===== config.mk =====
export PLATFORM = sky130hd
export DESIGN_NAME = ring_fifo_with_josephus_step
export DESIGN_NICKNAME = d
export VERILOG_FILES = /design/src/hw/rtl/rfj_pkg.sv /design/src/hw/rtl/rfj_ctrl.sv /design/src/hw/rtl/rfj_datapath.sv /design/src/hw/rtl/ring_fifo_with_josephus_step.sv
export SDC_FILE = /design/constraint.sdc
export NUM_CORES = 2
export LEC_CHECK = 0
export BUFFER_PORTS_ARGS = -buffer_cell sky130_fd_sc_hd__buf_2
export CORE_ASPECT_RATIO = 1.25
export CORE_MARGIN = 2
export CORE_UTILIZATION = 45
export CTS_CLUSTER_SIZE = 28
export DETAILED_ROUTE_END_ITERATION = 8
export GPL_TIMING_DRIVEN = 0
export PLACE_DENSITY = 0.65
export RECOVER_POWER = 50
export SLEW_MARGIN = 15
export SYNTH_ARGS = -nofsm -noshare
export SYNTH_HDL_FRONTEND = slang
export SYNTH_HIERARCHICAL = 1
export SYNTH_SLANG_ARGS = --single-unit

===== constraint.sdc =====
create_clock -name aclk -period 15.9 [get_ports aclk]
set_input_delay 0.795 -clock aclk [delete_from_list [all_inputs] [get_ports aclk]]
set_output_delay 0.795 -clock aclk [all_outputs]
set_load 0.01 [all_outputs]

===== src/hw/rtl/rfj_pkg.sv =====
`timescale 1ns / 1ps

package rfj_pkg;

    localparam int DEPTH  = 64;
    localparam int ADDR_W = $clog2(DEPTH);
    localparam int CNT_W  = $clog2(DEPTH + 1);
    localparam int STEP_W = 10;
    localparam int DATA_W = 32;
    localparam int OP_W   = 2;

    localparam logic [OP_W-1:0] OP_ENQ  = 2'd0;
    localparam logic [OP_W-1:0] OP_DEQ  = 2'd1;
    localparam logic [OP_W-1:0] OP_ELIM = 2'd2;

    localparam logic [STEP_W-1:0] STEP_RESET = STEP_W'(1);

    typedef struct packed {
        logic start;
        logic rd_en;
        logic move;
        logic commit;
    } rfj_cmd_t;

    typedef struct packed {
        logic count_zero;
        logic step_zero;
        logic moves_zero;
        logic out_free;
    } rfj_status_t;

    function automatic logic [ADDR_W-1:0] next_ptr(input logic [ADDR_W-1:0] p);
        logic [ADDR_W-1:0] r;
        if (p == ADDR_W'(DEPTH - 1)) begin
            r = '0;
        end else begin
            r = p + 1'b1;
        end
        return r;
    endfunction

endpackage


===== src/hw/rtl/rfj_ctrl.sv =====
`timescale 1ns / 1ps

module rfj_ctrl import rfj_pkg::*; (
    input  logic              aclk,
    input  logic              aresetn,
    input  logic              s_valid,
    output logic              s_ready,
    input  logic [OP_W-1:0]   s_opcode,
    input  rfj_status_t       status,
    output rfj_cmd_t          cmd
);

    typedef enum logic [3:0] {
        S_IDLE = 4'b0001,
        S_READ = 4'b0010,
        S_MOVE = 4'b0100,
        S_DONE = 4'b1000
    } state_t;

    state_t state_reg;
    state_t state_next;

    always_comb begin
        state_next = state_reg;
        unique case (state_reg)
            S_IDLE: begin
                if (s_valid) begin
                    case (s_opcode)
                        OP_DEQ:  state_next = status.count_zero ? S_DONE : S_READ;
                        OP_ELIM: state_next = (status.count_zero || status.step_zero) ?
                                              S_DONE : S_READ;
                        default: state_next = S_DONE;
                    endcase
                end
            end
            S_READ: begin
                // Each read either feeds one more move or is the final removal.
                state_next = status.moves_zero ? S_DONE : S_MOVE;
            end
            S_MOVE: begin
                state_next = S_READ;
            end
            S_DONE: begin
                if (status.out_free) begin
                    state_next = S_IDLE;
                end
            end
            default: state_next = S_IDLE;
        endcase
    end

    always_ff @(posedge aclk) begin
        if (!aresetn) begin
            state_reg <= S_IDLE;
        end else begin
            state_reg <= state_next;
        end
    end

    assign s_ready    = (state_reg == S_IDLE);
    assign cmd.start  = s_ready && s_valid;
    assign cmd.rd_en  = (state_reg == S_READ);
    assign cmd.move   = (state_reg == S_MOVE);
    assign cmd.commit = (state_reg == S_DONE) && status.out_free;

    // A move is always followed by the read of the next head word.
    a_move_then_read: assert property (@(posedge aclk) disable iff (!aresetn)
        cmd.move |=> cmd.rd_en)
        else $error("move not followed by a head read");

endmodule


===== src/hw/rtl/rfj_datapath.sv =====
`timescale 1ns / 1ps

module rfj_datapath import rfj_pkg::*; (
    input  logic                     aclk,
    input  logic                     aresetn,
    input  logic                     cfg_wr_en,
    input  logic [STEP_W-1:0]        cfg_wr_data,
    input  logic [OP_W-1:0]          s_opcode,
    input  logic signed [DATA_W-1:0] s_data_in,
    input  rfj_cmd_t                 cmd,
    output rfj_status_t              status,
    output logic                     m_valid,
    input  logic                     m_ready,
    output logic                     m_ok,
    output logic signed [DATA_W-1:0] m_data_out,
    output logic [CNT_W-1:0]         m_fill_count
);

    logic [DATA_W-1:0] mem [DEPTH];

    logic [STEP_W-1:0] step_reg;
    logic [STEP_W-1:0] moves_reg;
    logic [OP_W-1:0]   op_reg;
    logic [DATA_W-1:0] din_reg;
    logic [DATA_W-1:0] rd_data_reg;
    logic [ADDR_W-1:0] head_reg;
    logic [ADDR_W-1:0] tail_reg;
    logic [CNT_W-1:0]  count_reg;
    logic [CNT_W-1:0]  count_next;
    logic              m_valid_reg;
    logic              ok_reg;
    logic [DATA_W-1:0] dout_reg;
    logic [CNT_W-1:0]  fill_reg;

    logic              full;
    logic              enq_ok;
    logic              pop_ok;
    logic              wr_en;
    logic [DATA_W-1:0] wr_data;
    logic              head_adv;
    logic              tail_adv;

    assign full   = (count_reg == CNT_W'(DEPTH));
    assign enq_ok = (op_reg == OP_ENQ) && !full;
    assign pop_ok = ((op_reg == OP_DEQ) || ((op_reg == OP_ELIM) && status.step_zero == 1'b0))
                    && !status.count_zero;

    assign status.count_zero = (count_reg == '0);
    assign status.step_zero  = (step_reg == '0);
    assign status.moves_zero = (moves_reg == '0);
    assign status.out_free   = !m_valid_reg || m_ready;

    // A move copies the word just read at the head to the tail slot.
    assign wr_en    = cmd.move || (cmd.commit && enq_ok);
    assign wr_data  = cmd.move ? rd_data_reg : din_reg;
    assign head_adv = cmd.move || (cmd.commit && pop_ok);
    assign tail_adv = wr_en;

    always_comb begin
        count_next = count_reg;
        if (cmd.commit && enq_ok) begin
            count_next = count_reg + 1'b1;
        end else if (cmd.commit && pop_ok) begin
            count_next = count_reg - 1'b1;
        end
    end

    always_ff @(posedge aclk) begin
        if (wr_en) begin
            mem[tail_reg] <= wr_data;
        end
    end

    always_ff @(posedge aclk) begin
        if (cmd.rd_en) begin
            rd_data_reg <= mem[head_reg];
        end
    end

    always_ff @(posedge aclk) begin
        if (cmd.start) begin
            op_reg  <= s_opcode;
            din_reg <= s_data_in;
        end
        if (cmd.commit) begin
            ok_reg   <= enq_ok || pop_ok;
            dout_reg <= pop_ok ? rd_data_reg : '0;
            fill_reg <= count_next;
        end
    end

    always_ff @(posedge aclk) begin
        if (!aresetn) begin
            step_reg    <= STEP_RESET;
            moves_reg   <= '0;
            head_reg    <= '0;
            tail_reg    <= '0;
            count_reg   <= '0;
            m_valid_reg <= 1'b0;
        end else begin
            if (cfg_wr_en) begin
                step_reg <= cfg_wr_data;
            end
            if (cmd.start) begin
                moves_reg <= ((s_opcode == OP_ELIM) && (step_reg != '0)) ?
                             step_reg - 1'b1 : '0;
            end else if (cmd.move) begin
                moves_reg <= moves_reg - 1'b1;
            end
            if (head_adv) begin
                head_reg <= next_ptr(head_reg);
            end
            if (tail_adv) begin
                tail_reg <= next_ptr(tail_reg);
            end
            count_reg <= count_next;
            if (cmd.commit) begin
                m_valid_reg <= 1'b1;
            end else if (m_ready) begin
                m_valid_reg <= 1'b0;
            end
        end
    end

    assign m_valid      = m_valid_reg;
    assign m_ok         = ok_reg;
    assign m_data_out   = dout_reg;
    assign m_fill_count = fill_reg;

    a_count_bound: assert property (@(posedge aclk) disable iff (!aresetn)
        count_reg <= CNT_W'(DEPTH))
        else $error("fill count above ring depth");

    // Moving a word from head to tail never changes the fill.
    a_move_keeps_count: assert property (@(posedge aclk) disable iff (!aresetn)
        cmd.move |=> $stable(count_reg))
        else $error("fill count changed during a move");

    a_move_nonempty: assert property (@(posedge aclk) disable iff (!aresetn)
        cmd.move |-> !status.count_zero)
        else $error("move issued on an empty ring");

endmodule


===== src/hw/rtl/ring_fifo_with_josephus_step.sv =====
`timescale 1ns / 1ps

// Ring FIFO of 64 signed words with enqueue, dequeue and one Josephus elimination
// round, where k comes from the step_reg register (reset value 1). It is to be written
// through cfg_wr_en/cfg_wr_data only while the block is idle; the user must keep to it,
// as the block itself does not enforce it. Every accepted item gives exactly one result.
// Enqueue and unused opcodes go straight to loading the result; dequeue first reads the
// head word unless the ring is empty. Eliminate, with k above zero on a non-empty ring,
// walks k-1 head-to-tail moves, each a memory read state followed by a write state
// through the ring memory, then one read for the removed word and a final state that
// loads the result. The result sits in an output register, so the next item is accepted
// while an earlier result still waits on m_ready.
module ring_fifo_with_josephus_step import rfj_pkg::*; (
    input  logic                     aclk,
    input  logic                     aresetn,
    input  logic                     cfg_wr_en,
    input  logic [STEP_W-1:0]        cfg_wr_data,
    input  logic                     s_valid,
    output logic                     s_ready,
    input  logic [OP_W-1:0]          s_opcode,
    input  logic signed [DATA_W-1:0] s_data_in,
    output logic                     m_valid,
    input  logic                     m_ready,
    output logic                     m_ok,
    output logic signed [DATA_W-1:0] m_data_out,
    output logic [CNT_W-1:0]         m_fill_count
);

    rfj_cmd_t    cmd;
    rfj_status_t status;

    rfj_ctrl u_ctrl (
        .aclk     (aclk),
        .aresetn  (aresetn),
        .s_valid  (s_valid),
        .s_ready  (s_ready),
        .s_opcode (s_opcode),
        .status   (status),
        .cmd      (cmd)
    );

    rfj_datapath u_datapath (
        .aclk         (aclk),
        .aresetn      (aresetn),
        .cfg_wr_en    (cfg_wr_en),
        .cfg_wr_data  (cfg_wr_data),
        .s_opcode     (s_opcode),
        .s_data_in    (s_data_in),
        .cmd          (cmd),
        .status       (status),
        .m_valid      (m_valid),
        .m_ready      (m_ready),
        .m_ok         (m_ok),
        .m_data_out   (m_data_out),
        .m_fill_count (m_fill_count)
    );

    // A result is only loaded once the previous one has left or is leaving.
    a_commit_free: assert property (@(posedge aclk) disable iff (!aresetn)
        cmd.commit |-> (!m_valid || m_ready))
        else $error("result overwrote a pending item");

    a_commit_valid: assert property (@(posedge aclk) disable iff (!aresetn)
        cmd.commit |=> m_valid)
        else $error("committed result not presented");

endmodule

* Word-level counts from Yosys, hierarchy flattened *
Memories as Yosys holds them, arrays and structs flattened. A register that Yosys moved wholly into a read port is not among the register bits.
Cells that the tools add are included.

word-level totals
  flip-flop bits (word level) = 118
  RAM bits = 2048
  input bits = 49
  output and inout port bits = 42
  word-level logic and storage cells = 77
  memories = 1

memory list
  memory          depth  bits a word  read ports  clocked after Yosys merged registers in  write ports  RTL line            RTL
  u_datapath.mem  64     32           1           1                                        1            rfj_datapath.sv:19  logic [DATA_W-1:0] mem [DEPTH];

cells by class
  add/sub/neg operators = 6
  equal/unequal tests = 13
  mux-type cells = 19
  bitwise logic cells = 1
  reduce and logical (&&, ||, !) cells = 25

operators with widths
  cell                     number
  $mux W32                 1
  $mux W10                 3
  $logic_not A10 Y1        2
  $mux W4                  5
  $sub A10 B1 Y10 const B  2
  $pmux W4 S4              1
  $mux W7                  2
  $add A6 B1 Y6 const B    2
  $eq A6 B6 Y1 const B     2
  $mux W6                  2
  $reduce_bool A10 Y1      1
  $logic_and A1 B1 Y1      8
  $pmux W4 S2              1
  $add A7 B1 Y7 const B    1
  $eq A7 B7 Y1 const B     1
  $logic_not A7 Y1         1
  $sub A7 B1 Y7 const B    1
  $logic_or A1 B1 Y1       6
  $eq A2 B1 Y1 const B     2
  $eq A2 B2 Y1 const B     2
  $eq A4 B1 Y1 const B     1
  $eq A4 B2 Y1 const B     1
  $eq A4 B3 Y1 const B     1
  $eq A4 B4 Y1 const B     1
  8 further kinds          14

* Logic depth before layout (Yosys ltp) *
  word-level depth = 8
  gate-level depth with buffers = 11
  depth with buffers taken out = 9

* Modules after synthesis *
The synthesis kept the hierarchy.

modules (own cells, without submodules)
  module        times used  cells an instance  area an instance (um^2)
  rfj_datapath  1           3667               84511.1
  rfj_ctrl      1           36                 319.1

* Worst setup path before layout *
No wires, ideal clock.

  path kind = input -> register
  start point = in m_ready
  end point = mem u_datapath.mem[57][0], enable pin
  library setup time = 0.421 ns
  arrival = 4.894 ns
  setup slack = 10.584 ns
  cell stages on the path = 8
  buffers on the path = 1
  cells stage by stage = nand2b_1 -> and3_1 -> nor3b_1 -> o31a_1 -> nor2_1 -> or4b_2 -> clkbuf_1 -> nor2_1

RTL lines
  what         RTL line                            RTL
  from (decl)  ring_fifo_with_josephus_step.sv:23  input logic m_ready,
  to (decl)    rfj_datapath.sv:19

==> results.md <==
* Number of antenna violations at the first check in global routing at 8
* Share of layout cells above drive strength 1 at 29.3%
* Worst-path clk slew at 0.06 ns
* Relative slew slack at -68.8%
* Seq cells post-synth at 2,198
* Synthesis warning total at 6
* Hold Fails Final Rpt at 0
* Library cells used by synthesis at 86
* Max frequency at 0.139 GHz
* Finished Layout Cells at 6,786
* Worst r2r src: u_ctrl/state_reg[3]$_SDFFE_PN0P_
* Slowest stage cell, crit path: clkbuf_1
* Post-DP HPWL at 156 mm
* FP Rows at ~180
* Overall power of the completed layout at 11.3 mW
* Starting DRT DRC Count at 5,877
* Cell Chain, Critical Path: nor2b_1 -> and3_1 -> clkbuf_1 -> nor3b_1 -> o31a_1 -> clkbuf_1 -> o2111ai_1 -> nor2_1 -> clkbuf_1 -> buf_12
* Top delay family on crit path: buffers and inverters
* Max FO, Critical Path at 33
* Area grow syn2layout at 15.2%
* Final Cycle Share at 45.2%
* CP most frequent cell: clkbuf_1
* Via density at 6.23
* Crit Reg-Reg Endpoint: u_datapath/mem[47][1]$_DFFE_PP_
* Drt total wl at 238 mm
* Starting Density at 45.2%
* Max cap viols at 37
* Crit path buffers/inverters at 4
* Pwr dens at 115 nW/um2
* First-pass GRT wire length at 329 mm
* Failing checks: max-capacitance violations, max-slew violations
* Syn Inst Count at 3,703
* Worst Hold Launch: s_data_in[20]
* Clock Sinks at between 2,000 and 2,500
* Outcome: complete, but fails checks
* Leakage at 29.7 nW
* WP data arrival at between 7 and 8 ns
* Cts bufs inserted at 195
* Vias in the first global route at 42,300
* Largest net degree at the start of global routing at 65
* Root buf cell: clkbuf_16
* Htree depth at 4
* I/O pin cnt at 91
* Startpoint class of the critical path: flop
* Antenna Nets Post-Route at 0
* CTS Hold Buffers Added at 0
* Wirelength per Cell at 35.1 um
* Remaining Overflow, GRT at 0
* Via Count at around 42,000
* Drt pass-1 iters at 6
* Synth async-reset ratio at 0%
* Skew-Pair Late Insertion Delay at roughly 0.86 ns
* Number of port buffers at 90
* Die width at about 400 um
* Fill count at 14,200
* Slew @ Worst Pin at 2.53 ns
* RSZ-0062 raised after global routing: no
* Chip height at between 400 and 500 um
* Area of the core at 188,000 um2
* Setup CP Type: flop to flop
* Final net count at roughly 4,200
* Largest register FFs at 2,048
* VDD IR-drop max at about 120 uV
* Post-CTS sizing at 0
* Crit path capture type: flop
* Sequential share of the synthesized area at 77.3%
* Drt drc at 0
* Req. time, crit path at 16.41 ns
* Main flop type after synthesis: edfxtp_1
* Post-synth EDFFs at 2,154
* Hold EP: u_datapath/din_reg[20]$_DFFE_PP_
* Syn_nets at 3,762
* GP Congestion at 0.875
* Avg Cell Area, Syn at ~23 um2
* Hold depth at 1
* Postcts setup bufs at 0
* Cell total after placement at 6,431
* Setup TNS at 0 ns
* GR Util All Layers at 24.9%
* Die Area at about 190,000 um2
* Post-layout util at 52.1%
* Reg2reg setup slack at 8.71 ns
* Crit path time final at ~7.2 ns
* Most flops, register: u_datapath/mem
* Clock Skew at 0.0505 ns
* Clock Tree Buf Depth at 3
* Finish-stage setup viols at 0
* Largest stage delay, worst path at ~1.3 ns
* Total stage count of the critical path at 10
* R2R cell count at 10
* Worst Hold Class: input pin to flop
* Final slew viol count at roughly 2,100
* Post-Syn Area at between 80,000 and 90,000 um2
* CTS tree: done
[worst max-delay path by stage]
stage / start / endpoint / slack, ns
floorplan: m_ready / u_datapath/mem[57][0]$_DFFE_PP_ / 10.58
global placement: m_ready / u_datapath/mem[41][23]$_DFFE_PP_ / 6.90
detailed placement: m_ready / u_datapath/mem[62][24]$_DFFE_PP_ / 10.50
finish: u_ctrl/state_reg[3]$_SDFFE_PN0P_ / u_datapath/mem[47][1]$_DFFE_PP_ / 8.71
CTS: u_ctrl/state_reg[3]$_SDFFE_PN0P_ / u_datapath/mem[62][26]$_DFFE_PP_ / 10.69
global route: u_ctrl/state_reg[3]$_SDFFE_PN0P_ / u_datapath/mem[47][7]$_DFFE_PP_ / 8.41
[cells in the mapped netlist, types with 9 or more instances]
master | number | area (um2)
nor2b_1 | 13 | 81.3
o21ai_0 | 22 | 110
ha_1 | 10 | 125
buf_2 | 71 | 355
a22oi_1 | 26 | 195
mux2_2 | 66 | 743
inv_1 | 20 | 75.1
nand2b_1 | 13 | 81.3
clkbuf_1 | 58 | 218
dfxtp_1 | 44 | 881
a21oi_1 | 25 | 125
buf_4 | 32 | 240
buf_6 | 16 | 180
nand2_1 | 61 | 229
nor3_1 | 9 | 45.0
o22ai_1 | 23 | 144
a221o_1 | 11 | 110
mux2i_1 | 84 | 841
and2_1 | 34 | 213
nand3_1 | 13 | 65.1
mux4_2 | 582 | 13100
buf_1 | 20 | 75.1
nor2_1 | 128 | 480
edfxtp_1 | 2154 | 64700
[worst register-to-register path: stages, from the launching register on]
cell and delay, ns:
dfxtp_1 0.43, nor2b_1 0.23, and3_1 0.60, clkbuf_1 1.26, nor3b_1 0.44, o31a_1 0.44
clkbuf_1 0.55, o2111ai_1 0.81, nor2_1 0.54, clkbuf_1 1.23, buf_12 0.30
[per-layer routing]
metal / vias up / GRT usage (%) / share of wire, %
li1: 16500 / - / -
met1: 22600 / 31.6 / 35
met3: 590 / 5.15 / 9.9
met5: - / 0 / 0.0034
met4: 2 / 11.8 / 5.4
met2: 2527 / 41.2 / 50
[area by class of cell]
| class | instances | area, um2 | area share, % |
|---|---|---|---|
| sequential | 2198 | 65600 | 67.1 |
| multi-input combinational | 1285 | 18500 | 18.9 |
| clock buffer | 240 | 5200 | 5.32 |
| tap | 2520 | 3150 | 3.23 |
| timing repair buffer | 208 | 3080 | 3.15 |
| clock inverter | 111 | 1090 | 1.12 |
| buffer | 198 | 1060 | 1.09 |
| inverter | 22 | 82.6 | 0.0845 |
| antenna | 4 | 10.0 | 0.0102 |
[layout by cell type (no fill, tap or decap), drive strengths merged, types with 5 or more instances in the layout]
master	instances
edfxtp	2154
mux4	582
clkbuf	368
buf	278
nor2	128
clkinv	85
mux2i	84
mux2	66
nand2	61
dfxtp	44
and2	36
a22oi	26
a21oi	25
o21ai	25
inv	24
o22ai	23
bufinv	20
nand3	14
nor2b	13
nand2b	13
a221o	11
ha	10
nor3	10
a221oi	9
xor2	8
a22o	8
o211ai	7
a211o	7
o21a	6
nor3b	6
a31oi	6
or3	6
or2	6
o31ai	5
nor4	5
xnor2	5
nand3b	5
and3	5
o221a	5
[cell families (layout without fill, tap and decap cells)]
family,after synthesis,in the layout,share of synthesized area (%)
mux,732,732,17.3
other cells,0,4,0
buf+inv,220,779,1.37
xor+xnor,13,13,0.134
fa+ha+maj,10,10,0.147
compound gates,200,200,1.76
flops,2198,2198,77.3
simple gates,330,330,1.98
[where the power goes]
group          total, mW  switching [mW]  internal (mW)  leakage [nW]
logic              0.159           0.138         0.0213          6.85
registers           6.41         0.00792           6.40          19.8
clock network       4.72            2.08           2.64          3.09
[per-stage QoR]
step / hold WS [ns] / area (um2) / worst slack [ns]
CTS: 0.0848 / 98000 / 10.69
global route: 0.0980 / 97700 / 8.41
global placement: 0.464 / 88400 / 6.90
finish: 0.138 / 97700 / 8.71
detailed placement: 0.481 / 91700 / 10.50
floorplan: 0.448 / 84800 / 10.58
Note: power is estimated with default switching activity, not from simulation.
